File: config.mk
export PLATFORM = sky130hd
export DESIGN_NAME = rational_arith_unit
export DESIGN_NICKNAME = d
export VERILOG_FILES = /design/src/hdl/rau_pkg.sv /design/src/hdl/rau_divider.sv /design/src/hdl/rau_datapath.sv /design/src/hdl/rau_ctrl.sv /design/src/hdl/rational_arith_unit.sv
export SDC_FILE = /design/constraint.sdc
export NUM_CORES = 2
export LEC_CHECK = 0
export BUFFER_PORTS_ARGS = -buffer_cell sky130_fd_sc_hd__buf_2
export CORE_MARGIN = 1.5
export CORE_UTILIZATION = 50
export CTS_CLUSTER_SIZE = 10
export DETAILED_ROUTE_END_ITERATION = 8
export GPL_ROUTABILITY_DRIVEN = 1
export PLACE_DENSITY = 0.67
export SYNTH_ARGS = -nofsm -noshare
export SYNTH_HDL_FRONTEND = slang
export SYNTH_SLANG_ARGS = --single-unit
File: constraint.sdc
create_clock -name clk -period 13.4 [get_ports clk]
set_input_delay 2.68 -clock clk [delete_from_list [all_inputs] [get_ports clk]]
set_output_delay 2.68 -clock clk [all_outputs]
set_load 0.01 [all_outputs]
File: src/hdl/rau_pkg.sv
// Shared types, codes and helpers for the rational arithmetic unit.
// No dependencies; every other file in hdl/ refers to this package by scoped names.
package rau_pkg;

    localparam int OPERAND_WIDTH = 16;
    localparam int PROD_WIDTH    = 2 * OPERAND_WIDTH;
    localparam int NUM_WIDTH     = 33;
    localparam int DEN_WIDTH     = 32;
    localparam int MAG_WIDTH     = 32;
    localparam int DIV_STEPS     = MAG_WIDTH;
    localparam int CNT_WIDTH     = $clog2(DIV_STEPS);

    localparam logic [2:0] ACT_ADD    = 3'd0;
    localparam logic [2:0] ACT_SUB    = 3'd1;
    localparam logic [2:0] ACT_MUL    = 3'd2;
    localparam logic [2:0] ACT_DIV    = 3'd3;
    localparam logic [2:0] ACT_REDUCE = 3'd4;

    // Operand pair routed to the shared divider.
    typedef enum logic [1:0] {
        SRC_GCD = 2'd0,
        SRC_NUM = 2'd1,
        SRC_DEN = 2'd2
    } rau_src_t;

    typedef struct packed {
        logic [2:0]                      action;
        logic signed [OPERAND_WIDTH-1:0] a_num;
        logic signed [OPERAND_WIDTH-1:0] a_den;
        logic signed [OPERAND_WIDTH-1:0] b_num;
        logic signed [OPERAND_WIDTH-1:0] b_den;
    } rau_req_t;

    typedef struct packed {
        logic signed [NUM_WIDTH-1:0] res_num;
        logic signed [DEN_WIDTH-1:0] res_den;
        logic                        error;
    } rau_rsp_t;

    typedef struct packed {
        logic     load;
        logic     mul0;
        logic     mul1;
        logic     mul2;
        logic     gcd_init;
        logic     div_start;
        rau_src_t div_src;
        logic     gcd_step;
        logic     save_num;
        logic     save_den;
        logic     set_err;
    } rau_cmd_t;

    typedef struct packed {
        logic act_bad;
        logic x_zero;
        logic y_zero;
        logic div_done;
    } rau_sts_t;

    // Magnitude of a signed value known to lie within +/- 2^31.
    function automatic logic [MAG_WIDTH-1:0] mag(input logic signed [NUM_WIDTH-1:0] v);
        logic [NUM_WIDTH-1:0] t;
        t = v[NUM_WIDTH-1] ? (~v + NUM_WIDTH'(1)) : v;
        return t[MAG_WIDTH-1:0];
    endfunction

endpackage

File: src/hdl/rau_divider.sv
// Shared restoring divider with truncating signed quotient and remainder.
// Depends on rau_pkg for widths and the magnitude helper.
module rau_divider (
    input  logic                                  clk,
    input  logic                                  rst_n,
    input  logic                                  start,
    input  logic signed [rau_pkg::NUM_WIDTH-1:0]  dividend,
    input  logic signed [rau_pkg::NUM_WIDTH-1:0]  divisor,
    output logic                                  busy,
    output logic                                  done,
    output logic signed [rau_pkg::NUM_WIDTH-1:0]  quotient,
    output logic signed [rau_pkg::NUM_WIDTH-1:0]  remainder
);

    logic                            busy_reg, busy_next;
    logic                            done_reg, done_next;
    logic [rau_pkg::CNT_WIDTH-1:0]   cnt_reg, cnt_next;
    logic [rau_pkg::MAG_WIDTH-1:0]   quo_reg, quo_next;
    logic [rau_pkg::MAG_WIDTH-1:0]   rem_reg, rem_next;
    logic [rau_pkg::MAG_WIDTH-1:0]   dsr_reg, dsr_next;
    logic                            neg_q_reg, neg_q_next;
    logic                            neg_r_reg, neg_r_next;
    logic [rau_pkg::MAG_WIDTH:0]     trial;
    logic [rau_pkg::MAG_WIDTH:0]     diff;
    logic [rau_pkg::NUM_WIDTH-1:0]   q_ext;
    logic [rau_pkg::NUM_WIDTH-1:0]   r_ext;

    always_comb
    begin
        busy_next  = busy_reg;
        done_next  = 1'b0;
        cnt_next   = cnt_reg;
        quo_next   = quo_reg;
        rem_next   = rem_reg;
        dsr_next   = dsr_reg;
        neg_q_next = neg_q_reg;
        neg_r_next = neg_r_reg;
        trial      = {rem_reg, quo_reg[rau_pkg::MAG_WIDTH-1]};
        diff       = trial - {1'b0, dsr_reg};
        if (start)
        begin
            busy_next  = 1'b1;
            cnt_next   = '0;
            quo_next   = rau_pkg::mag(dividend);
            rem_next   = '0;
            dsr_next   = rau_pkg::mag(divisor);
            neg_q_next = dividend[rau_pkg::NUM_WIDTH-1] ^ divisor[rau_pkg::NUM_WIDTH-1];
            neg_r_next = dividend[rau_pkg::NUM_WIDTH-1];
        end
        else if (busy_reg)
        begin
            // One quotient bit per cycle; the partial remainder never reaches the divisor.
            rem_next = diff[rau_pkg::MAG_WIDTH] ? trial[rau_pkg::MAG_WIDTH-1:0]
                                                : diff[rau_pkg::MAG_WIDTH-1:0];
            quo_next = {quo_reg[rau_pkg::MAG_WIDTH-2:0], ~diff[rau_pkg::MAG_WIDTH]};
            cnt_next = cnt_reg + rau_pkg::CNT_WIDTH'(1);
            if (cnt_reg == rau_pkg::CNT_WIDTH'(rau_pkg::DIV_STEPS - 1))
            begin
                busy_next = 1'b0;
                done_next = 1'b1;
            end
        end
    end

    always_ff @(posedge clk or negedge rst_n)
    begin
        if (!rst_n)
        begin
            busy_reg <= 1'b0;
            done_reg <= 1'b0;
            cnt_reg  <= '0;
        end
        else
        begin
            busy_reg <= busy_next;
            done_reg <= done_next;
            cnt_reg  <= cnt_next;
        end
    end

    always_ff @(posedge clk)
    begin
        quo_reg   <= quo_next;
        rem_reg   <= rem_next;
        dsr_reg   <= dsr_next;
        neg_q_reg <= neg_q_next;
        neg_r_reg <= neg_r_next;
    end

    assign q_ext     = {1'b0, quo_reg};
    assign r_ext     = {1'b0, rem_reg};
    assign quotient  = $signed(neg_q_reg ? (~q_ext + rau_pkg::NUM_WIDTH'(1)) : q_ext);
    assign remainder = $signed(neg_r_reg ? (~r_ext + rau_pkg::NUM_WIDTH'(1)) : r_ext);
    assign busy      = busy_reg;
    assign done      = done_reg;

    a_no_restart: assert property (@(posedge clk) disable iff (!rst_n)
        start |-> !busy_reg)
        else $error("divider restarted while busy");

endmodule

File: src/hdl/rau_datapath.sv
// Datapath: operand latch, shared 16x16 multiplier, Euclid registers and result register.
// Depends on rau_pkg and instantiates rau_divider.
module rau_datapath (
    input  logic               clk,
    input  logic               rst_n,
    input  rau_pkg::rau_req_t  req,
    input  rau_pkg::rau_cmd_t  cmd,
    output rau_pkg::rau_sts_t  sts,
    output rau_pkg::rau_rsp_t  rsp
);

    rau_pkg::rau_req_t                       req_reg;
    rau_pkg::rau_rsp_t                       rsp_reg;
    logic signed [rau_pkg::PROD_WIDTH-1:0]   t0_reg;
    logic signed [rau_pkg::NUM_WIDTH-1:0]    n_reg;
    logic signed [rau_pkg::NUM_WIDTH-1:0]    d_reg;
    logic signed [rau_pkg::NUM_WIDTH-1:0]    x_reg;
    logic signed [rau_pkg::NUM_WIDTH-1:0]    y_reg;

    logic signed [rau_pkg::OPERAND_WIDTH-1:0] mul_a;
    logic signed [rau_pkg::OPERAND_WIDTH-1:0] mul_b;
    logic signed [rau_pkg::PROD_WIDTH-1:0]    prod;
    logic signed [rau_pkg::NUM_WIDTH-1:0]     n_next;
    logic signed [rau_pkg::NUM_WIDTH-1:0]     d_next;
    logic signed [rau_pkg::NUM_WIDTH-1:0]     div_dvd;
    logic signed [rau_pkg::NUM_WIDTH-1:0]     div_dsr;
    logic signed [rau_pkg::NUM_WIDTH-1:0]     div_quo;
    logic signed [rau_pkg::NUM_WIDTH-1:0]     div_rem;
    logic                                     div_busy;
    logic                                     div_done;

    // Product order: step 0 gives the first numerator term (the whole numerator for mul
    // and div), step 1 the second (add and sub only), step 2 the denominator; reduce uses a.
    always_comb
    begin
        mul_a = req_reg.a_num;
        mul_b = req_reg.b_den;
        if (cmd.mul0)
        begin
            mul_a = req_reg.a_num;
            mul_b = (req_reg.action == rau_pkg::ACT_MUL) ? req_reg.b_num : req_reg.b_den;
        end
        else if (cmd.mul1)
        begin
            mul_a = req_reg.b_num;
            mul_b = req_reg.a_den;
        end
        else if (cmd.mul2)
        begin
            mul_a = req_reg.a_den;
            mul_b = (req_reg.action == rau_pkg::ACT_DIV) ? req_reg.b_num : req_reg.b_den;
        end
    end

    assign prod = mul_a * mul_b;

    always_comb
    begin
        unique case (req_reg.action)
            rau_pkg::ACT_ADD:
                n_next = rau_pkg::NUM_WIDTH'(t0_reg) + rau_pkg::NUM_WIDTH'(prod);
            rau_pkg::ACT_SUB:
                n_next = rau_pkg::NUM_WIDTH'(t0_reg) - rau_pkg::NUM_WIDTH'(prod);
            rau_pkg::ACT_MUL, rau_pkg::ACT_DIV:
                n_next = rau_pkg::NUM_WIDTH'(t0_reg);
            rau_pkg::ACT_REDUCE:
                n_next = rau_pkg::NUM_WIDTH'(req_reg.a_num);
            default:
                n_next = '0;
        endcase
        d_next = (req_reg.action == rau_pkg::ACT_REDUCE) ? rau_pkg::NUM_WIDTH'(req_reg.a_den)
                                                         : rau_pkg::NUM_WIDTH'(prod);
    end

    always_comb
    begin
        case (cmd.div_src)
            rau_pkg::SRC_GCD:
            begin
                div_dvd = x_reg;
                div_dsr = y_reg;
            end
            rau_pkg::SRC_NUM:
            begin
                div_dvd = n_reg;
                div_dsr = x_reg;
            end
            rau_pkg::SRC_DEN:
            begin
                div_dvd = d_reg;
                div_dsr = x_reg;
            end
            default:
            begin
                div_dvd = x_reg;
                div_dsr = y_reg;
            end
        endcase
    end

    rau_divider u_divider (
        .clk       (clk),
        .rst_n     (rst_n),
        .start     (cmd.div_start),
        .dividend  (div_dvd),
        .divisor   (div_dsr),
        .busy      (div_busy),
        .done      (div_done),
        .quotient  (div_quo),
        .remainder (div_rem)
    );

    always_ff @(posedge clk)
    begin
        if (cmd.load)
        begin
            req_reg <= req;
        end
        if (cmd.mul0)
        begin
            t0_reg <= prod;
        end
        if (cmd.mul1)
        begin
            n_reg <= n_next;
        end
        if (cmd.mul2)
        begin
            d_reg <= d_next;
        end
        // Once y reaches zero, x holds the divisor for the two final divisions.
        if (cmd.gcd_init)
        begin
            x_reg <= n_reg;
            y_reg <= d_reg;
        end
        else if (cmd.gcd_step)
        begin
            x_reg <= y_reg;
            y_reg <= div_rem;
        end
        if (cmd.set_err)
        begin
            rsp_reg.res_num <= '0;
            rsp_reg.res_den <= '0;
            rsp_reg.error   <= 1'b1;
        end
        else if (cmd.save_num)
        begin
            rsp_reg.res_num <= div_quo;
            rsp_reg.error   <= 1'b0;
        end
        else if (cmd.save_den)
        begin
            rsp_reg.res_den <= div_quo[rau_pkg::DEN_WIDTH-1:0];
        end
    end

    assign sts.act_bad  = req_reg.action > rau_pkg::ACT_REDUCE;
    assign sts.x_zero   = x_reg == '0;
    assign sts.y_zero   = y_reg == '0;
    assign sts.div_done = div_done;
    assign rsp          = rsp_reg;

    a_nonzero_divisor: assert property (@(posedge clk) disable iff (!rst_n)
        (cmd.div_start && (cmd.div_src == rau_pkg::SRC_NUM || cmd.div_src == rau_pkg::SRC_DEN))
            |-> (x_reg != '0 && !div_busy))
        else $error("final division started with a zero divisor or a busy divider");

endmodule

File: src/hdl/rau_ctrl.sv
// Controller state machine: sequences multiply, Euclid and final divisions.
// Depends on rau_pkg for the command and status structs.
module rau_ctrl (
    input  logic               clk,
    input  logic               rst_n,
    input  logic               start,
    input  rau_pkg::rau_sts_t  sts,
    output rau_pkg::rau_cmd_t  cmd,
    output logic               busy,
    output logic               done
);

    typedef enum logic [3:0] {
        ST_IDLE,
        ST_MUL0,
        ST_MUL1,
        ST_MUL2,
        ST_GCD_INIT,
        ST_GCD_TEST,
        ST_DIV_GCD,
        ST_DIV_NUM,
        ST_DEN_START,
        ST_DIV_DEN
    } state_t;

    state_t state_reg, state_next;
    logic   busy_reg;
    logic   done_reg;
    logic   finish;

    always_comb
    begin
        cmd        = '0;
        state_next = state_reg;
        finish     = 1'b0;
        unique case (state_reg)
            ST_IDLE:
            begin
                if (start)
                begin
                    cmd.load   = 1'b1;
                    state_next = ST_MUL0;
                end
            end
            ST_MUL0:
            begin
                if (sts.act_bad)
                begin
                    cmd.set_err = 1'b1;
                    finish      = 1'b1;
                    state_next  = ST_IDLE;
                end
                else
                begin
                    cmd.mul0   = 1'b1;
                    state_next = ST_MUL1;
                end
            end
            ST_MUL1:
            begin
                cmd.mul1   = 1'b1;
                state_next = ST_MUL2;
            end
            ST_MUL2:
            begin
                cmd.mul2   = 1'b1;
                state_next = ST_GCD_INIT;
            end
            ST_GCD_INIT:
            begin
                cmd.gcd_init = 1'b1;
                state_next   = ST_GCD_TEST;
            end
            ST_GCD_TEST:
            begin
                if (sts.y_zero)
                begin
                    if (sts.x_zero)
                    begin
                        cmd.set_err = 1'b1;
                        finish      = 1'b1;
                        state_next  = ST_IDLE;
                    end
                    else
                    begin
                        cmd.div_start = 1'b1;
                        cmd.div_src   = rau_pkg::SRC_NUM;
                        state_next    = ST_DIV_NUM;
                    end
                end
                else
                begin
                    cmd.div_start = 1'b1;
                    cmd.div_src   = rau_pkg::SRC_GCD;
                    state_next    = ST_DIV_GCD;
                end
            end
            ST_DIV_GCD:
            begin
                if (sts.div_done)
                begin
                    cmd.gcd_step = 1'b1;
                    state_next   = ST_GCD_TEST;
                end
            end
            ST_DIV_NUM:
            begin
                if (sts.div_done)
                begin
                    cmd.save_num = 1'b1;
                    state_next   = ST_DEN_START;
                end
            end
            ST_DEN_START:
            begin
                cmd.div_start = 1'b1;
                cmd.div_src   = rau_pkg::SRC_DEN;
                state_next    = ST_DIV_DEN;
            end
            ST_DIV_DEN:
            begin
                if (sts.div_done)
                begin
                    cmd.save_den = 1'b1;
                    finish       = 1'b1;
                    state_next   = ST_IDLE;
                end
            end
            default:
            begin
                state_next = ST_IDLE;
            end
        endcase
    end

    always_ff @(posedge clk or negedge rst_n)
    begin
        if (!rst_n)
        begin
            state_reg <= ST_IDLE;
            busy_reg  <= 1'b0;
            done_reg  <= 1'b0;
        end
        else
        begin
            state_reg <= state_next;
            busy_reg  <= state_next != ST_IDLE;
            done_reg  <= finish;
        end
    end

    assign busy = busy_reg;
    assign done = done_reg;

    a_done_pulse: assert property (@(posedge clk) disable iff (!rst_n)
        done_reg |=> !done_reg)
        else $error("result strobe held for more than one cycle");

    a_accept_busy: assert property (@(posedge clk) disable iff (!rst_n)
        (start && !busy_reg) |=> (busy_reg && !done_reg))
        else $error("accepted request did not raise busy");

endmodule

File: src/hdl/rational_arith_unit.sv
// Top level of the rational arithmetic unit: controller plus datapath.
// Depends on rau_pkg, rau_ctrl, rau_datapath and rau_divider.
//
//  channel   signals            transfer
//  request   start, busy, req   taken at a clock edge with start high and busy low
//  result    done, rsp          rsp valid while done is high, for one cycle only
//
// A request passes MUL0, MUL1, MUL2, GCD_INIT and GCD_TEST, then per Euclid remainder
// step a DIV_GCD run and a return to GCD_TEST, then DIV_NUM, DEN_START and DIV_DEN; every
// remainder and both final divisions run one bit per cycle through the single shared
// 32-step divider. An unused action, or a zero numerator over a zero denominator, sets error.
// After reset the unit is idle and accepts a request at once; the receiver cannot
// stall, and a new request may be taken in the cycle that done is high.
module rational_arith_unit (
    input  logic               clk,
    input  logic               rst_n,
    input  logic               start,
    input  rau_pkg::rau_req_t  req,
    output logic               busy,
    output logic               done,
    output rau_pkg::rau_rsp_t  rsp
);

    rau_pkg::rau_cmd_t cmd;
    rau_pkg::rau_sts_t sts;

    rau_ctrl u_ctrl (
        .clk   (clk),
        .rst_n (rst_n),
        .start (start),
        .sts   (sts),
        .cmd   (cmd),
        .busy  (busy),
        .done  (done)
    );

    rau_datapath u_datapath (
        .clk   (clk),
        .rst_n (rst_n),
        .req   (req),
        .cmd   (cmd),
        .sts   (sts),
        .rsp   (rsp)
    );

endmodule
==> summary.md <==
| Metric | Value |
|---|---|
| Average wire per standard cell | ~20 um |
| DR DRC count | 0 |
| Io pins | 138 |
| Vias in the first global route | 26400 |
| Status | completed |
| Worst Path Arrival | 12.05 ns |
| CP dominant cell by count | fa_1 |
| Synth top area cells | edfxtp_1, fa_1, dfxtp_1, ha_1, nand2_1 |
| Initial DRC Count | roughly 2200 |
| RSZ-0062 raised after global routing | false |
| Register area share after synthesis | between 30% and 40% |
| Crit-path slowest cell | a2111oi_0 |
| YS warnings | 0 |
| Chip Height | approximately 260 um |
| Final hold vios | 0 |
| R2r endpoint | u_datapath.n_reg[32]$_DFFE_PP_ |
| Critical Path RT | 13.76 ns |
| Clk sinks | ~410 |
| Clock buffer depth | 3 |
| Setup Crit Path Kind | reg -> reg |
| Worst setup SP type | flop |
| Top_reg_cell synth | edfxtp_1 |
| Final HPWL from detailed placement | roughly 74000 um |
| Ratio of cells with drive above 1 in the final layout | a little under 8% |
| Latest clock arrival within the worst-skew pair | around 0.64 ns |
| Worst Hold Class | reg -> reg |
| Cell taking the most area after synthesis | edfxtp_1 |
| Hold depth | 1 |
| Netlist Area Pre-Place | between 30000 and 40000 um^2 |
| Worst Max-Slew Pin Slew | 1.25 ns |
| GP Congestion | roughly 0.96 |
| Min Tclk post-route | 11.69 ns |
| Syn_area_per_cell | 9.23 um^2 |
| Dpl cell area | roughly 35000 um^2 |
| FF-to-FF path depth | 42 |
| # setup viols final | 0 |
| Fin crit share | just under 90% |
| Max-Cap Viols | 0 |
| R2R setup slack | ~1.7 ns |
| Async set-or-reset flop fraction in the synthesized netlist | approximately 3.2% |
| Clk_skew | 0.0570 ns |
| Number of synthesized register bits | ~400 |
| Diode count | 0 |
| Hold-fix buffer count after cts | 0 |
| Max_slew headroom | approximately 16% |
| FP Rows | 95 |
| Antenna violations before repair | 0 |
| Synth Instances | approximately 3700 |
| Worst path bufs/invs | 4 |
| Slew Limit Fails | 0 |
| Post_cts resized | 0 |
| Synth top area share | a little over a quarter |
| Die W | between 200 and 300 um |
| TritonCTS buffer count | 50 |
| TritonCTS clock tree | built |
| Nets@finish | around 4200 |
| DR vias | between 20000 and 30000 |
| Htree depth | 2 |
| Crit. End Element | flop |
| Post-synth cell types | 88 |
| Post-synth EDFFs | around 300 |
| Core area | 67200 um^2 |
| Mapped Nets | 4162 |
| Initial Util | ~50% |
| Setup Fix Bufs, Post-CTS | 0 |
| WL final | around 95000 um |
| Clock root buffer master | clkbuf_16 |
| Critical R2R Launch | u_ctrl.state_reg[3]$_DFF_PN0_ |
| Highest fanout seen on the critical path | 15 |
| Largest net degree at the start of global routing | between 90 and 100 |
| Synthesis-to-layout area growth | 9.02% |
| Port bufs | about 140 |
| Design Area, Final | between 30000 and 40000 um^2 |
| Cell family with most CP delay | adder cells |
| CTS clock-pin slew for the worst setup and hold paths | approximately 0.06 ns |
| Via density | around 5.7 |
| Worst hold start | u_datapath.rsp[0]$_SDFFE_PP1P_ |
| Tot GR Track Use | between 20% and 30% |
| Setup TNS | 0 ns |
| Final ANT Viol Nets | 0 |
| First-pass GRT wire length | about 150000 um |
| Max FFs per register | 67 |
| Max incr delay on CP | a little over 0.6 ns |
| Die footprint | around 69000 um^2 |
| GR Overflow Total | 0 |
| Hold Path End | u_datapath.rsp[0]$_SDFFE_PP1P_ |
| Max Freq | 0.0856 GHz |
| DRT Pass-1 Iters | 6 |
==> worst max path at each step <==
stage / start / cells past startpoint / to / slack, ns
floorplan: u_ctrl.state_reg[2]$_DFF_PN0_ / 43 / u_datapath.n_reg[32]$_DFFE_PP_ / 2.19
global placement: u_ctrl.state_reg[1]$_DFF_PN0_ / 40 / u_datapath.n_reg[32]$_DFFE_PP_ / 1.96
detailed placement: u_ctrl.state_reg[1]$_DFF_PN0_ / 39 / u_datapath.n_reg[32]$_DFFE_PP_ / 1.83
CTS: u_ctrl.state_reg[1]$_DFF_PN0_ / 39 / u_datapath.n_reg[32]$_DFFE_PP_ / 1.78
global route: u_ctrl.state_reg[1]$_DFF_PN0_ / 39 / u_datapath.n_reg[32]$_DFFE_PP_ / 0.91
finish: u_ctrl.state_reg[3]$_DFF_PN0_ / 42 / u_datapath.n_reg[32]$_DFFE_PP_ / 1.71
==> final cells by class <==
class	count	area, um^2
fillers	6120	30200
multi-input cells	2702	20600
flip-flops and latches	407	11200
inverters	400	1500
clock buffers	73	1360
well taps	873	1090
repair buffers	184	1040
clock inverters	11	136
==> per-stage QoR <==
step / worst slack [ns] / cells / hold WS [ns] / utilization (%)
after floorplan: 2.19 / 3673 / 0.476 / -
after global placement: 1.96 / 4566 / 0.431 / 52.8
after detailed placement: 1.83 / 4566 / 0.440 / 52.8
after CTS: 1.78 / 4650 / 0.458 / 55.0
after global routing: 0.908 / 4650 / 0.470 / 55.0
final: 1.71 / 4650 / 0.452 / 55.0
==> layout by cell type, fill, tap and decap left out, types with 25 or more instances in the layout <==
master,Yosys,routed
nand2b_1,31,30
nand2_1,486,486
a31oi_1,36,36
nand3_1,39,39
mux2i_1,116,115
buf_4,0,47
edfxtp_1,296,296
ha_1,155,154
nor3_1,59,57
dfxtp_1,98,98
o21ai_1,39,39
a221o_1,32,32
a21oi_1,166,166
a211oi_1,75,75
a21o_1,49,49
o21a_1,25,25
buf_2,12,137
nor2b_1,30,28
nor2_1,342,342
clkbuf_16,0,50
xnor2_1,119,119
o21ai_0,240,240
xor2_1,111,111
fa_1,264,264
inv_1,396,396
nor4_1,25,25
==> logic make-up (layout without fill, tap and decap cells) <==
group	after synthesis	after routing	share of synthesized area [%]
multiplexers	119	119	3.53
AO/OA/AOI/OAI	797	797	15.1
XOR/XNOR	231	231	5.99
adder cells (fa/ha/maj)	419	419	21.3
flip-flops	407	407	33.0
AND/OR/NAND/NOR	1136	1136	14.8
buffers and inverters	564	668	6.29
==> cell usage after synthesis (36+ instances only) <==
master and count:
nor2_1 342, o21ai_0 240, dfxtp_1 98, ha_1 155, edfxtp_1 296, nand3_1 39
xnor2_1 119, a31oi_1 36, o21ai_1 39, nand2_1 486, fa_1 264, clkbuf_1 129
mux2i_1 116, nor3_1 59, a21oi_1 166, a211oi_1 75, xor2_1 111, inv_1 396
a21o_1 49
==> per-layer routing <==
| metal | vias up | GRT usage, % | routed length, um | part of all wire, % |
|---|---|---|---|---|
| met3 | 192 | 3.94 | 5480 | 5.8 |
| met2 | 829 | 45.2 | 44200 | 47 |
| met5 | - | 0 | 0 | 0 |
| met4 | 0 | 13.0 | 4860 | 5.1 |
| met1 | 12900 | 35.2 | 40000 | 42 |
| li1 | 12700 | - | - | - |
Power is not shown: default switching activity piles up to over one toggle a cycle in this logic, so the estimate is an artifact.
